## src/rtl/cslu_pkg.sv

```systemverilog
// Shared types and constants for the C string literal decoder.
`timescale 1ns / 1ps

package cslu_pkg;

    // Escape class held between source bytes
    typedef enum logic [2:0] {
        CLS_LIT = 3'd0,
        CLS_BSL = 3'd1,
        CLS_OCT = 3'd2,
        CLS_HXI = 3'd3,
        CLS_HEX = 3'd4
    } cls_t;

    // Error codes carried on a done beat
    localparam logic [2:0] ERR_NONE    = 3'd0;
    localparam logic [2:0] ERR_PARSE   = 3'd1;
    localparam logic [2:0] ERR_VALUE   = 3'd2;
    localparam logic [2:0] ERR_HIGH    = 3'd3;
    localparam logic [2:0] ERR_OVERRUN = 3'd4;

    // Register indexes on the APB port (byte address bit 2)
    localparam logic REG_CAPACITY = 1'b0;
    localparam logic REG_REJECT   = 1'b1;

    localparam logic [15:0] CAPACITY_RESET = 16'hFFFF;

    // One result beat
    typedef struct packed {
        logic        out_valid;
        logic [7:0]  out_byte;
        logic        done_res;
        logic [2:0]  error_code;
        logic [15:0] decoded_length;
        logic        last_of_run;
    } result_t;

    // Configuration seen by the decoder
    typedef struct packed {
        logic [15:0] dest_capacity;
        logic        reject_high_bytes;
    } cfg_t;

    // Up to two results written into the queue in one cycle
    typedef struct packed {
        logic [1:0] n;
        result_t    i0;
        result_t    i1;
    } push_t;

    // Result queue status
    typedef struct packed {
        logic [2:0] level;
        logic       room;
    } qstat_t;

endpackage

```

## src/rtl/c_string_literal_unescaper.sv

```systemverilog
// Top level of the C string literal decoder.
// Path: a byte accepted into the input register is decoded combinationally from it once the
//   result queue has room for two beats; its result beats are written into the queue and offered from there.
// Throughput: one source byte per cycle while each byte gives at most one beat and the result
//   channel does not stall; bytes giving two beats are paced by the four-beat result queue.
// Reset: string idle, literal class, length zero, queue empty, capacity 65535,
//   high byte rejection on.
`timescale 1ns / 1ps

module c_string_literal_unescaper
#(
    parameter int LENGTH_BITS = 16
)
(
    input  logic        clk,
    input  logic        rst_n,
    // APB configuration
    input  logic        psel,
    input  logic        penable,
    input  logic        pwrite,
    input  logic [2:0]  paddr,
    input  logic [31:0] pwdata,
    output logic [31:0] prdata,
    output logic        pready,
    // Source bytes
    input  logic        item_valid,
    output logic        item_stall,
    input  logic [7:0]  in_byte,
    input  logic        start_of_string,
    input  logic        end_of_source,
    // Results
    output logic        result_valid,
    input  logic        result_stall,
    output logic        out_valid,
    output logic [7:0]  out_byte,
    output logic        done_res,
    output logic [2:0]  error_code,
    output logic [15:0] decoded_length,
    output logic        last_of_run
);

    cslu_pkg::cfg_t    cfg;
    cslu_pkg::push_t   push;
    cslu_pkg::qstat_t  qstat;
    cslu_pkg::result_t result;

    cslu_cfg u_cfg
    (
        .clk     (clk),
        .rst_n   (rst_n),
        .psel    (psel),
        .penable (penable),
        .pwrite  (pwrite),
        .paddr   (paddr),
        .pwdata  (pwdata),
        .prdata  (prdata),
        .pready  (pready),
        .cfg     (cfg)
    );

    cslu_decode
    #(
        .LENGTH_BITS (LENGTH_BITS)
    )
    u_decode
    (
        .clk             (clk),
        .rst_n           (rst_n),
        .item_valid      (item_valid),
        .item_stall      (item_stall),
        .in_byte         (in_byte),
        .start_of_string (start_of_string),
        .end_of_source   (end_of_source),
        .cfg             (cfg),
        .room            (qstat.room),
        .push            (push)
    );

    cslu_outq u_outq
    (
        .clk          (clk),
        .rst_n        (rst_n),
        .push         (push),
        .stat         (qstat),
        .result_valid (result_valid),
        .result_stall (result_stall),
        .result       (result)
    );

    assign out_valid      = result.out_valid;
    assign out_byte       = result.out_byte;
    assign done_res       = result.done_res;
    assign error_code     = result.error_code;
    assign decoded_length = result.decoded_length;
    assign last_of_run    = result.last_of_run;

`ifndef SYNTHESIS
    // Queue never overfills
    a_level_bound: assert property (@(posedge clk) disable iff (!rst_n)
        qstat.level <= 3'd4)
        else $error("result queue overfilled");

    // Writes only land when there was room for two beats
    a_push_room: assert property (@(posedge clk) disable iff (!rst_n)
        (push.n != 2'd0) |-> qstat.room)
        else $error("push without queue room");

    // A done beat is always the final beat of its byte
    a_done_last: assert property (@(posedge clk) disable iff (!rst_n)
        (result_valid && done_res) |-> last_of_run)
        else $error("done beat not last of run");

    // An error beat ends the string and carries no byte
    a_err_done: assert property (@(posedge clk) disable iff (!rst_n)
        (result_valid && error_code != cslu_pkg::ERR_NONE) |-> (done_res && !out_valid))
        else $error("error beat malformed");
`endif

endmodule

```

## src/rtl/cslu_cfg.sv

```systemverilog
// APB configuration registers: decoded length capacity and high byte rejection.
`timescale 1ns / 1ps

module cslu_cfg
(
    input  logic               clk,
    input  logic               rst_n,
    input  logic               psel,
    input  logic               penable,
    input  logic               pwrite,
    input  logic [2:0]         paddr,
    input  logic [31:0]        pwdata,
    output logic [31:0]        prdata,
    output logic               pready,
    output cslu_pkg::cfg_t     cfg
);

    logic [15:0] capacity_reg;
    logic        reject_reg;
    logic        wr_en;
    logic        sel_reg_idx;

    assign pready      = 1'b1;
    assign sel_reg_idx = paddr[2];
    assign wr_en       = psel & penable & pwrite;

    // Register writes
    always_ff @(posedge clk or negedge rst_n)
    begin
        if (!rst_n)
        begin
            capacity_reg <= cslu_pkg::CAPACITY_RESET;
            reject_reg   <= 1'b1;
        end
        else if (wr_en)
        begin
            if (sel_reg_idx == cslu_pkg::REG_CAPACITY)
            begin
                capacity_reg <= pwdata[15:0];
            end
            else
            begin
                reject_reg <= pwdata[0];
            end
        end
    end

    // Read back
    always_comb
    begin
        if (sel_reg_idx == cslu_pkg::REG_REJECT)
        begin
            prdata = {31'b0, reject_reg};
        end
        else
        begin
            prdata = {16'b0, capacity_reg};
        end
    end

    assign cfg.dest_capacity     = capacity_reg;
    assign cfg.reject_high_bytes = reject_reg;

endmodule

```

## src/rtl/cslu_decode.sv

```systemverilog
// Input register and single-pass decode of one source byte into up to two results.
`timescale 1ns / 1ps

module cslu_decode
#(
    parameter int LENGTH_BITS = 16
)
(
    input  logic              clk,
    input  logic              rst_n,
    input  logic              item_valid,
    output logic              item_stall,
    input  logic [7:0]        in_byte,
    input  logic              start_of_string,
    input  logic              end_of_source,
    input  cslu_pkg::cfg_t    cfg,
    input  logic              room,
    output cslu_pkg::push_t   push
);

    localparam logic [7:0] CH_QUOTE = 8'h22;
    localparam logic [7:0] CH_BSL   = 8'h5C;
    localparam logic [7:0] CH_NL    = 8'h0A;
    localparam logic [7:0] CH_X     = 8'h78;

    // Working copy of the parse state while one byte is decoded
    typedef struct packed {
        logic                   phase;
        cslu_pkg::cls_t         cls;
        logic [7:0]             val;
        logic                   ovf;
        logic [1:0]             cnt;
        logic [LENGTH_BITS-1:0] len;
        logic                   ended;
        logic [1:0]             n;
        cslu_pkg::result_t      i0;
        cslu_pkg::result_t      i1;
    } ctx_t;

    // Input register
    logic       full_reg;
    logic       full_next;
    logic [7:0] byte_reg;
    logic       sos_reg;
    logic       eos_reg;
    logic       accept;
    logic       advance;

    // Parse state
    logic                   phase_reg;
    cslu_pkg::cls_t         cls_reg;
    logic [7:0]             val_reg;
    logic                   ovf_reg;
    logic [1:0]             cnt_reg;
    logic [LENGTH_BITS-1:0] len_reg;

    ctx_t ctx;

    // Low 16 bits of the length counter, zero-extended when narrower
    function automatic logic [15:0] len16(input logic [LENGTH_BITS-1:0] l);
        logic [LENGTH_BITS+15:0] ext;
        ext = {16'b0, l};
        return ext[15:0];
    endfunction

    // {digit seen, value}
    function automatic logic [4:0] hex_digit(input logic [7:0] c);
        logic [4:0] r;
        r = 5'b0;
        if (c >= 8'h30 && c <= 8'h39)
        begin
            r = {1'b1, c[3:0]};
        end
        else if ((c >= 8'h61 && c <= 8'h66) || (c >= 8'h41 && c <= 8'h46))
        begin
            r = {1'b1, c[3:0] + 4'd9};
        end
        return r;
    endfunction

    // {simple escape seen, decoded byte}
    function automatic logic [8:0] simple_escape(input logic [7:0] c);
        logic [8:0] r;
        case (c)
            8'h61:   r = {1'b1, 8'd7};
            8'h62:   r = {1'b1, 8'd8};
            8'h66:   r = {1'b1, 8'd12};
            8'h6E:   r = {1'b1, 8'd10};
            8'h72:   r = {1'b1, 8'd13};
            8'h74:   r = {1'b1, 8'd9};
            8'h76:   r = {1'b1, 8'd11};
            8'h22,
            8'h3F,
            8'h27,
            8'h5C:   r = {1'b1, c};
            default: r = 9'b0;
        endcase
        return r;
    endfunction

    function automatic ctx_t f_put(input ctx_t c, input logic v, input logic [7:0] b,
                                   input logic d, input logic [2:0] e);
        cslu_pkg::result_t it;
        it.out_valid      = v;
        it.out_byte       = b;
        it.done_res       = d;
        it.error_code     = e;
        it.decoded_length = len16(c.len);
        it.last_of_run    = 1'b0;
        if (c.n == 2'd0)
        begin
            c.i0 = it;
            c.n  = 2'd1;
        end
        else if (c.n == 2'd1)
        begin
            c.i1 = it;
            c.n  = 2'd2;
        end
        return c;
    endfunction

    function automatic ctx_t f_clear(input ctx_t c);
        c.cls = cslu_pkg::CLS_LIT;
        c.val = 8'd0;
        c.ovf = 1'b0;
        c.cnt = 2'd0;
        return c;
    endfunction

    // Done beat ends the string
    function automatic ctx_t f_finish(input ctx_t c, input logic [2:0] e);
        c       = f_put(c, 1'b0, 8'd0, 1'b1, e);
        c       = f_clear(c);
        c.phase = 1'b0;
        c.ended = 1'b1;
        return c;
    endfunction

    function automatic ctx_t f_send(input ctx_t c, input logic [7:0] b,
                                    input cslu_pkg::cfg_t g);
        logic [LENGTH_BITS+15:0] le;
        logic [LENGTH_BITS+15:0] ce;
        le = {16'b0, c.len};
        ce = {{LENGTH_BITS{1'b0}}, g.dest_capacity};
        if (le >= ce || (&c.len))
        begin
            c = f_finish(c, cslu_pkg::ERR_OVERRUN);
        end
        else
        begin
            c.len = c.len + LENGTH_BITS'(1);
            c     = f_put(c, 1'b1, b, 1'b0, cslu_pkg::ERR_NONE);
        end
        return c;
    endfunction

    function automatic ctx_t f_literal(input ctx_t c, input logic [7:0] b,
                                       input cslu_pkg::cfg_t g);
        if (b == CH_QUOTE)
        begin
            c = f_finish(c, cslu_pkg::ERR_NONE);
        end
        else if (b == CH_BSL)
        begin
            c.cls = cslu_pkg::CLS_BSL;
        end
        else if (b == CH_NL)
        begin
            c = f_finish(c, cslu_pkg::ERR_PARSE);
        end
        else
        begin
            c = f_send(c, b, g);
        end
        return c;
    endfunction

    // Close a numeric escape and check its value
    function automatic ctx_t f_end_escape(input ctx_t c, input cslu_pkg::cfg_t g);
        logic [7:0] v;
        logic       o;
        v = c.val;
        o = c.ovf;
        c = f_clear(c);
        if (o)
        begin
            c = f_finish(c, cslu_pkg::ERR_VALUE);
        end
        else if (g.reject_high_bytes && v[7])
        begin
            c = f_finish(c, cslu_pkg::ERR_HIGH);
        end
        else
        begin
            c = f_send(c, v, g);
        end
        return c;
    endfunction

    // Input register handshake
    assign advance    = full_reg & room;
    assign item_stall = full_reg & ~room;
    assign accept     = item_valid & ~item_stall;

    always_comb
    begin
        full_next = full_reg;
        if (accept)
        begin
            full_next = 1'b1;
        end
        else if (advance)
        begin
            full_next = 1'b0;
        end
    end

    always_ff @(posedge clk or negedge rst_n)
    begin
        if (!rst_n)
        begin
            full_reg <= 1'b0;
        end
        else
        begin
            full_reg <= full_next;
        end
    end

    always_ff @(posedge clk)
    begin
        if (accept)
        begin
            byte_reg <= in_byte;
            sos_reg  <= start_of_string;
            eos_reg  <= end_of_source;
        end
    end

    // Decode one byte
    always_comb
    begin
        logic [4:0] hd;
        logic [8:0] se;
        logic       is_oct;

        hd     = hex_digit(byte_reg);
        se     = simple_escape(byte_reg);
        is_oct = (byte_reg[7:3] == 5'b00110);

        ctx.phase = phase_reg;
        ctx.cls   = cls_reg;
        ctx.val   = val_reg;
        ctx.ovf   = ovf_reg;
        ctx.cnt   = cnt_reg;
        ctx.len   = len_reg;
        ctx.ended = 1'b0;
        ctx.n     = 2'd0;
        ctx.i0    = '0;
        ctx.i1    = '0;

        if (sos_reg)
        begin
            ctx       = f_clear(ctx);
            ctx.len   = '0;
            ctx.phase = 1'b1;
            if (byte_reg != CH_QUOTE || eos_reg)
            begin
                ctx = f_finish(ctx, cslu_pkg::ERR_PARSE);
            end
        end
        else if (ctx.phase)
        begin
            case (ctx.cls)
                cslu_pkg::CLS_BSL:
                begin
                    if (se[8])
                    begin
                        ctx.cls = cslu_pkg::CLS_LIT;
                        ctx     = f_send(ctx, se[7:0], cfg);
                    end
                    else if (is_oct)
                    begin
                        ctx     = f_clear(ctx);
                        ctx.cls = cslu_pkg::CLS_OCT;
                        ctx.val = {5'b0, byte_reg[2:0]};
                        ctx.cnt = 2'd1;
                    end
                    else if (byte_reg == CH_X)
                    begin
                        ctx     = f_clear(ctx);
                        ctx.cls = cslu_pkg::CLS_HXI;
                    end
                    else
                    begin
                        ctx = f_finish(ctx, cslu_pkg::ERR_PARSE);
                    end
                end
                cslu_pkg::CLS_OCT:
                begin
                    if (is_oct && ctx.cnt != 2'd3)
                    begin
                        ctx.ovf = ctx.ovf | (ctx.val[7:5] != 3'd0);
                        ctx.val = {ctx.val[4:0], byte_reg[2:0]};
                        ctx.cnt = ctx.cnt + 2'd1;
                    end
                    else
                    begin
                        ctx = f_end_escape(ctx, cfg);
                        if (!ctx.ended)
                        begin
                            ctx = f_literal(ctx, byte_reg, cfg);
                        end
                    end
                end
                cslu_pkg::CLS_HXI:
                begin
                    if (hd[4])
                    begin
                        ctx.cls = cslu_pkg::CLS_HEX;
                        ctx.val = {4'b0, hd[3:0]};
                    end
                    else
                    begin
                        ctx = f_finish(ctx, cslu_pkg::ERR_PARSE);
                    end
                end
                cslu_pkg::CLS_HEX:
                begin
                    if (hd[4])
                    begin
                        ctx.ovf = ctx.ovf | (ctx.val[7:4] != 4'd0);
                        ctx.val = {ctx.val[3:0], hd[3:0]};
                    end
                    else
                    begin
                        ctx = f_end_escape(ctx, cfg);
                        if (!ctx.ended)
                        begin
                            ctx = f_literal(ctx, byte_reg, cfg);
                        end
                    end
                end
                default:
                begin
                    ctx.cls = cslu_pkg::CLS_LIT;
                    ctx     = f_literal(ctx, byte_reg, cfg);
                end
            endcase

            // Source ran out before the closing quote
            if (!ctx.ended && eos_reg)
            begin
                if (ctx.cls == cslu_pkg::CLS_OCT || ctx.cls == cslu_pkg::CLS_HEX)
                begin
                    ctx = f_end_escape(ctx, cfg);
                end
                if (!ctx.ended)
                begin
                    if (ctx.n == 2'd2)
                    begin
                        ctx.n   = 2'd1;
                        ctx.len = ctx.len - LENGTH_BITS'(1);
                    end
                    ctx = f_finish(ctx, cslu_pkg::ERR_PARSE);
                end
            end
        end

        // Mark the final beat of this byte
        if (ctx.n == 2'd2)
        begin
            ctx.i1.last_of_run = 1'b1;
        end
        else if (ctx.n == 2'd1)
        begin
            ctx.i0.last_of_run = 1'b1;
        end
    end

    // Parse state update
    always_ff @(posedge clk or negedge rst_n)
    begin
        if (!rst_n)
        begin
            phase_reg <= 1'b0;
            cls_reg   <= cslu_pkg::CLS_LIT;
            val_reg   <= 8'd0;
            ovf_reg   <= 1'b0;
            cnt_reg   <= 2'd0;
            len_reg   <= '0;
        end
        else if (advance)
        begin
            phase_reg <= ctx.phase;
            cls_reg   <= ctx.cls;
            val_reg   <= ctx.val;
            ovf_reg   <= ctx.ovf;
            cnt_reg   <= ctx.cnt;
            len_reg   <= ctx.len;
        end
    end

    assign push.n  = advance ? ctx.n : 2'd0;
    assign push.i0 = ctx.i0;
    assign push.i1 = ctx.i1;

endmodule

```

## src/rtl/cslu_outq.sv

```systemverilog
// Four-entry result queue: up to two beats written, one beat read per cycle unless the result channel stalls.
`timescale 1ns / 1ps

module cslu_outq
(
    input  logic                clk,
    input  logic                rst_n,
    input  cslu_pkg::push_t     push,
    output cslu_pkg::qstat_t    stat,
    output logic                result_valid,
    input  logic                result_stall,
    output cslu_pkg::result_t   result
);

    cslu_pkg::result_t q_mem [4];
    logic [1:0] wp_reg;
    logic [1:0] rp_reg;
    logic [2:0] level_reg;
    logic [2:0] level_next;
    logic       pop;

    assign result_valid = (level_reg != 3'd0);
    assign pop          = result_valid & ~result_stall;
    assign result       = q_mem[rp_reg];
    assign level_next   = level_reg + {1'b0, push.n} - {2'b0, pop};

    assign stat.level = level_reg;
    assign stat.room  = (level_reg <= 3'd2);

    // Entry writes
    always_ff @(posedge clk)
    begin
        if (push.n != 2'd0)
        begin
            q_mem[wp_reg] <= push.i0;
        end
        if (push.n == 2'd2)
        begin
            q_mem[wp_reg + 2'd1] <= push.i1;
        end
    end

    // Pointers and fill level
    always_ff @(posedge clk or negedge rst_n)
    begin
        if (!rst_n)
        begin
            wp_reg    <= 2'd0;
            rp_reg    <= 2'd0;
            level_reg <= 3'd0;
        end
        else
        begin
            wp_reg    <= wp_reg + push.n;
            rp_reg    <= rp_reg + {1'b0, pop};
            level_reg <= level_next;
        end
    end

endmodule
```

## config.mk

```make
export PLATFORM = sky130hd
export DESIGN_NAME = c_string_literal_unescaper
export DESIGN_NICKNAME = d
export VERILOG_FILES = /design/src/rtl/cslu_pkg.sv /design/src/rtl/c_string_literal_unescaper.sv /design/src/rtl/cslu_cfg.sv /design/src/rtl/cslu_decode.sv /design/src/rtl/cslu_outq.sv
export SDC_FILE = /design/constraint.sdc
export NUM_CORES = 1
export LEC_CHECK = 0
export ABC_AREA = 1
export BUFFER_PORTS_ARGS = -buffer_cell sky130_fd_sc_hd__buf_2
export CORE_ASPECT_RATIO = 1.2
export CORE_MARGIN = 4
export CORE_UTILIZATION = 38
export CTS_BUF_LIST = sky130_fd_sc_hd__clkbuf_2
export CTS_CLUSTER_SIZE = 28
export DETAILED_ROUTE_END_ITERATION = 8
export SYNTH_ARGS = -nofsm -noshare
export SYNTH_HDL_FRONTEND = slang
export SYNTH_SLANG_ARGS = --single-unit
```

## constraint.sdc

```tcl
create_clock -name clk -period 7.41 [get_ports clk]
set_clock_uncertainty 0.2 [all_clocks]
set_input_delay 0.741 -clock clk [delete_from_list [all_inputs] [get_ports clk]]
set_output_delay 0.741 -clock clk [all_outputs]
set_load 0.02 [all_outputs]
```

* After elaboration in Yosys (flattened, before gate mapping)
Memory sizes are Yosys's and may differ from the RTL's. Index checks and enable logic that the tools add are counted. Widths: inputs -> output; s select.
Storage, ports and cells: register bits after elaboration 66, RAM bits 120, output and inout port bits 65, logic and storage cells 240, memories 1
Operators by class: add/sub/neg operators 12, magnitude comparators 11, equal/unequal tests 30, multiplexer cells 126, bitwise operators 12, reduce and logical (&&, ||, !) cells 33
Memory list:
- u_outq.q_mem | words 4, width 30, read ports 1, clocked after memory_dff 0, write ports 2, RTL line cslu_outq.sv:15 | cslu_pkg::result_t q_mem [4];
Operators with widths (number):
- $mux 94 | 40
- $mux 30 | 39
- $pmux 94 s4 | 1
- $mux 90 | 3
- $mux 82 | 1
- $mux 81 | 1
- $mux 79 | 1
- $eq 8x7->1 const B | 9
- $pmux 9 s8 | 1
- $add 16x1->16 const B | 4
- $ge 16x16->1 | 4
- $reduce_and 16->1 | 4
- $mux 16 | 2
- $mux 2 | 14
- $eq 8x6->1 const B | 3
- $mux 11 | 2
- $ge 8x7->1 const B | 2
- $le 8x7->1 const B | 2
- $sub 16x1->16 const B | 1
- $mux 1 | 13
- $eq 2x1->1 const B | 5
- $mux 5 | 2
- $eq 3x2->1 const B | 3
- $mux 3 | 3
- 30 further kinds | 64

* Logic depth before layout (Yosys ltp)
word-level depth 48, gate-level depth with buffers 63, depth with buffers taken out 60

* By module
Synthesis repeated with hierarchy kept, for this count alone.
Second synthesis, totals: cells, all modules 2754, area total of the unflattened synthesis 18776.8 um2
Modules (own cells, without submodules):
- cslu_decode | instances 1, cells each 1949, area an instance 11269.6 um2, sequential area each 1101.1 um2
- cslu_outq | instances 1, cells each 673, area an instance 6456.2 um2, sequential area each 3778.6 um2
- cslu_cfg | instances 1, cells each 132, area an instance 1051.0 um2, sequential area each 446.7 um2

* Least setup slack after synthesis
No wires, ideal clock.
kind register to register, start point register u_cfg.capacity_reg[15], end point memory u_outq.q_mem[0][0] in the netlist's numbering, enable pin, arrival 7.411 ns, slack -0.588 ns, cell stages (with the launch flop) 54, buffers on the path 4, clock period less this slack 7.998 ns, path through dfstp_2 inv_1 ha_1 a21oi_1 o21ai_1 nor2_4 nand3_2 buf_6 inv_4 nand2_4 nand2_1 nand2_2 ha_1 inv_1 nor2_1 nor2_1 o21ai_0 nand2_1 (+18 left out) o21a_1 o211ai_1 nand2_1 nand4_1 a21oi_1 nor2_1 nand3_2 nand2_2 nand2_4 buf_6 o21ai_1 nand2_1 o211ai_2 nand2_2 inv_4 nand3_4 buf_2 nand2_1
RTL lines:
- from (decl) | RTL line cslu_cfg.sv:18 | logic [15:0] capacity_reg;
- from (signal assigned) | RTL line cslu_cfg.sv:32 | capacity_reg <= cslu_pkg::CAPACITY_RESET;
- from (signal assigned) | RTL line cslu_cfg.sv:39 | capacity_reg <= pwdata[15:0];
- to (decl) | RTL line cslu_outq.sv:15

==> run summary <==
Drt wl/cell: 21.81 µm
TritonCTS clock tree: done
Placer Congestion: 1.037
Worst-Margin Slew: 0.9486 ns
Cell Area, Synth: 17,570 µm²
Router iterations before antenna repair: 7
Maxcap violations: 0
Worst Hold Slack: 0.1944 ns
FMAX: 126.2 MHz
Proportion of layout cells with a drive suffix above 1: 32.89%
Post-route insts no fill: 3,628
Starting Density: 38.33%
Worst-path fanout max: 7
CTS Buf Count: 17
RSZ-0062 raised after global routing: true
Crit-path slowest cell: dfstp_2
CP max stage delay: 0.61 ns
Die width: 204.3 µm
Grt total ovfl: 0
Buf/Inv on CP: 26
Pwr Density: 151.6 nW/µm²
Slew HR: 36.60%
Commonest non-fill, non-tap cell in the layout: nand2_1
CTS Root Cell: clkbuf_2
Async SR Flop Fraction: 30.11%
Chip height: 243.5 µm
Cells after Synth: 2,550
DRC viols: 0
Starting DRT DRC Count: 1,828
Drt via density: 5.658
Final core occ: 53.32%
Setup CP Type: reg2reg
Total Power: 3.705 mW
First-pass GRT wire length: 112.8 mm
DR vias: 20,528
Critical path endpoint category: register
Hpwl dp: 57.19 mm
Detail Route Antenna Nets: 0
R2R depth: 55
Final hold vios: 0
Number of port buffers: 81
Worst Path Arrival: 8.49 ns
Final period util: 107.0%
Status: finished, violations left
Flops & latches, synth: 186
Critical path startpoint category: register
Worst path depth: 55
WP data required: 7.97 ns
Clock latency on the worst-skew pair: 1.00 ns
Yosys cell types: 68
Initial antenna violation count: 3
I/O Pins: 117
Area of the core: 45,840 µm²
CTS max path bufs: 2
Synth-to-layout area growth: 39.12%
Final min period: 7.925 ns
Site row count: 86
Reg clk slew, reported paths: 0.37 ns
WL final: 79.14 mm
EDFF count, synth: 130
Predominant post-synthesis flop cell: edfxtp_1
Vias in the first global route: 18,845
Largest net degree at the start of global routing: 92
Max-slew violation count: 0
CP top delay family: buffers and inverters
Footprint of the multi-input gates: 12,140 µm²
Failing checks: setup timing
Largest register FFs: 120
VDD IR max: 0.0001743 V
Placed cells: 3,453
Setup WS post-layout: -0.5153 ns
Fillers: 4,508
Synth Area per Inst: 6.889 µm²
Final #Nets: 3,118
Die ar.: 49,750 µm²
Critical Path Most Common Cell: buf_4
Leak: 10.70 nW
Ys Warns: 0
Most frequent cells in the layout: nand2_1 (487), buf_4 (356), nor2_1 (222)
H-tree levels: 4
Sequential fraction of the synthesis area: 30.32%
Final setup vio count: 259
FF/Latch Area: 5326 µm²
CTS Sinks: 186
Total global routing track utilization: 29.29%
Worst hold path class: in2async
[power breakdown]
group | switching (mW) | internal, mW
Sequential | 0.0570 | 1.24
Combinational | 1.16 | 0.584
Clock | 0.474 | 0.187
[area by class of cell]
cell class | count | share of cell area, %
sequential | 186 | 21.79
antenna | 2 | 0.02048
multi-input combinational | 1973 | 49.67
tap | 616 | 3.153
inverter | 259 | 4.090
clock buffer | 17 | 0.3481
clock inverter | 15 | 0.8856
timing repair buffer | 560 | 20.04
[timing repair]
action / in CTS / in global routing
pin swaps: 40 / 76
endpoints found under the hold margin: 69 / 0
gates resized for setup: 124 / 300
buffers inserted: 52 / 39
hold buffers: 30 / 0
cloned: 1 / 20
endpoints found under the setup margin: 259 / 274
[cell usage after synthesis, types with 27 or more instances]
library cell  instances  area [µm²]
a211oi_1             27       202.7
a21oi_1             155       775.7
buf_2                35       175.2
buf_4                29       217.7
clkbuf_1             61       229.0
dfrtp_1              39       975.9
edfxtp_1            130        3904
ha_1                 68       850.8
inv_1               226       848.3
nand2_1             582        2185
nand2_2              35       219.0
nand3_1             198       991.0
nand4_1              44       275.3
nor2_1              235       882.1
o21ai_0             219        1096
o21ai_1              88       440.4
o22ai_1              52       325.3
[tightest hold or removal path, stage by stage]
cell	delay, ns
dlygate4sd3_1	0.52
buf_2	0.09
buf_4	0.63
[layer usage]
| layer | up-vias | track usage (%) | routed length [µm] |
|---|---|---|---|
| met5 | - | 0 | 0 |
| met4 | 0 | 14.02 | 4770 |
| met3 | 220 | 3.581 | 5227 |
| met2 | 931 | 48.65 | 38460 |
| met1 | 9711 | 37.85 | 30680 |
| li1 | 9666 | - | - |
[worst paths after layout]
check / start / endpoint / slack (ns)
max: u_cfg.capacity_reg[15]$_DFFE_PN1P_ / u_outq.q_mem[2][13]$_DFFE_PP_ / -0.52
min: rst_n / u_outq.rp_reg[1]$_DFF_PN0_ / 0.19
max reg2reg: u_cfg.capacity_reg[15]$_DFFE_PN1P_ / u_outq.q_mem[2][13]$_DFFE_PP_ / -0.52
min reg2reg: u_outq.level_reg[2]$_DFF_PN0_ / u_outq.level_reg[2]$_DFF_PN0_ / 0.33
max in group asynchronous: rst_n / u_decode.len_reg[5]$_DFFE_PN0P_ / 6.21
min in group clk: start_of_string / u_decode.sos_reg$_DFFE_PP_ / 0.24
[logic make-up after synthesis]
| group | Yosys count | share of synthesized area (%) |
|---|---|---|
| DFF | 186 | 30.32 |
| AOI/OAI and AO/OA | 676 | 22.44 |
| adders and majority gates | 69 | 4.957 |
| other | 2 | 0.04275 |
| muxes | 1 | 0.05698 |
| xor gates and xnor gates | 27 | 1.432 |
| and+or+nand+nor | 1182 | 30.60 |
| buffers and inverters | 407 | 10.15 |
[through the flow]
step | instance area [µm²] | TNS [ns] | worst slack (ns)
floorplan | 17680 | 0 | 0.005240
global placement | 20840 | -67.87 | -0.4078
detailed placement | 20840 | -105.34 | -0.5402
CTS | 22410 | -15.38 | -0.1902
global route | 24440 | -151.61 | -0.8640
finish | 24440 | -70.86 | -0.5153
No activity file was read; power rests on OpenSTA's default activity.
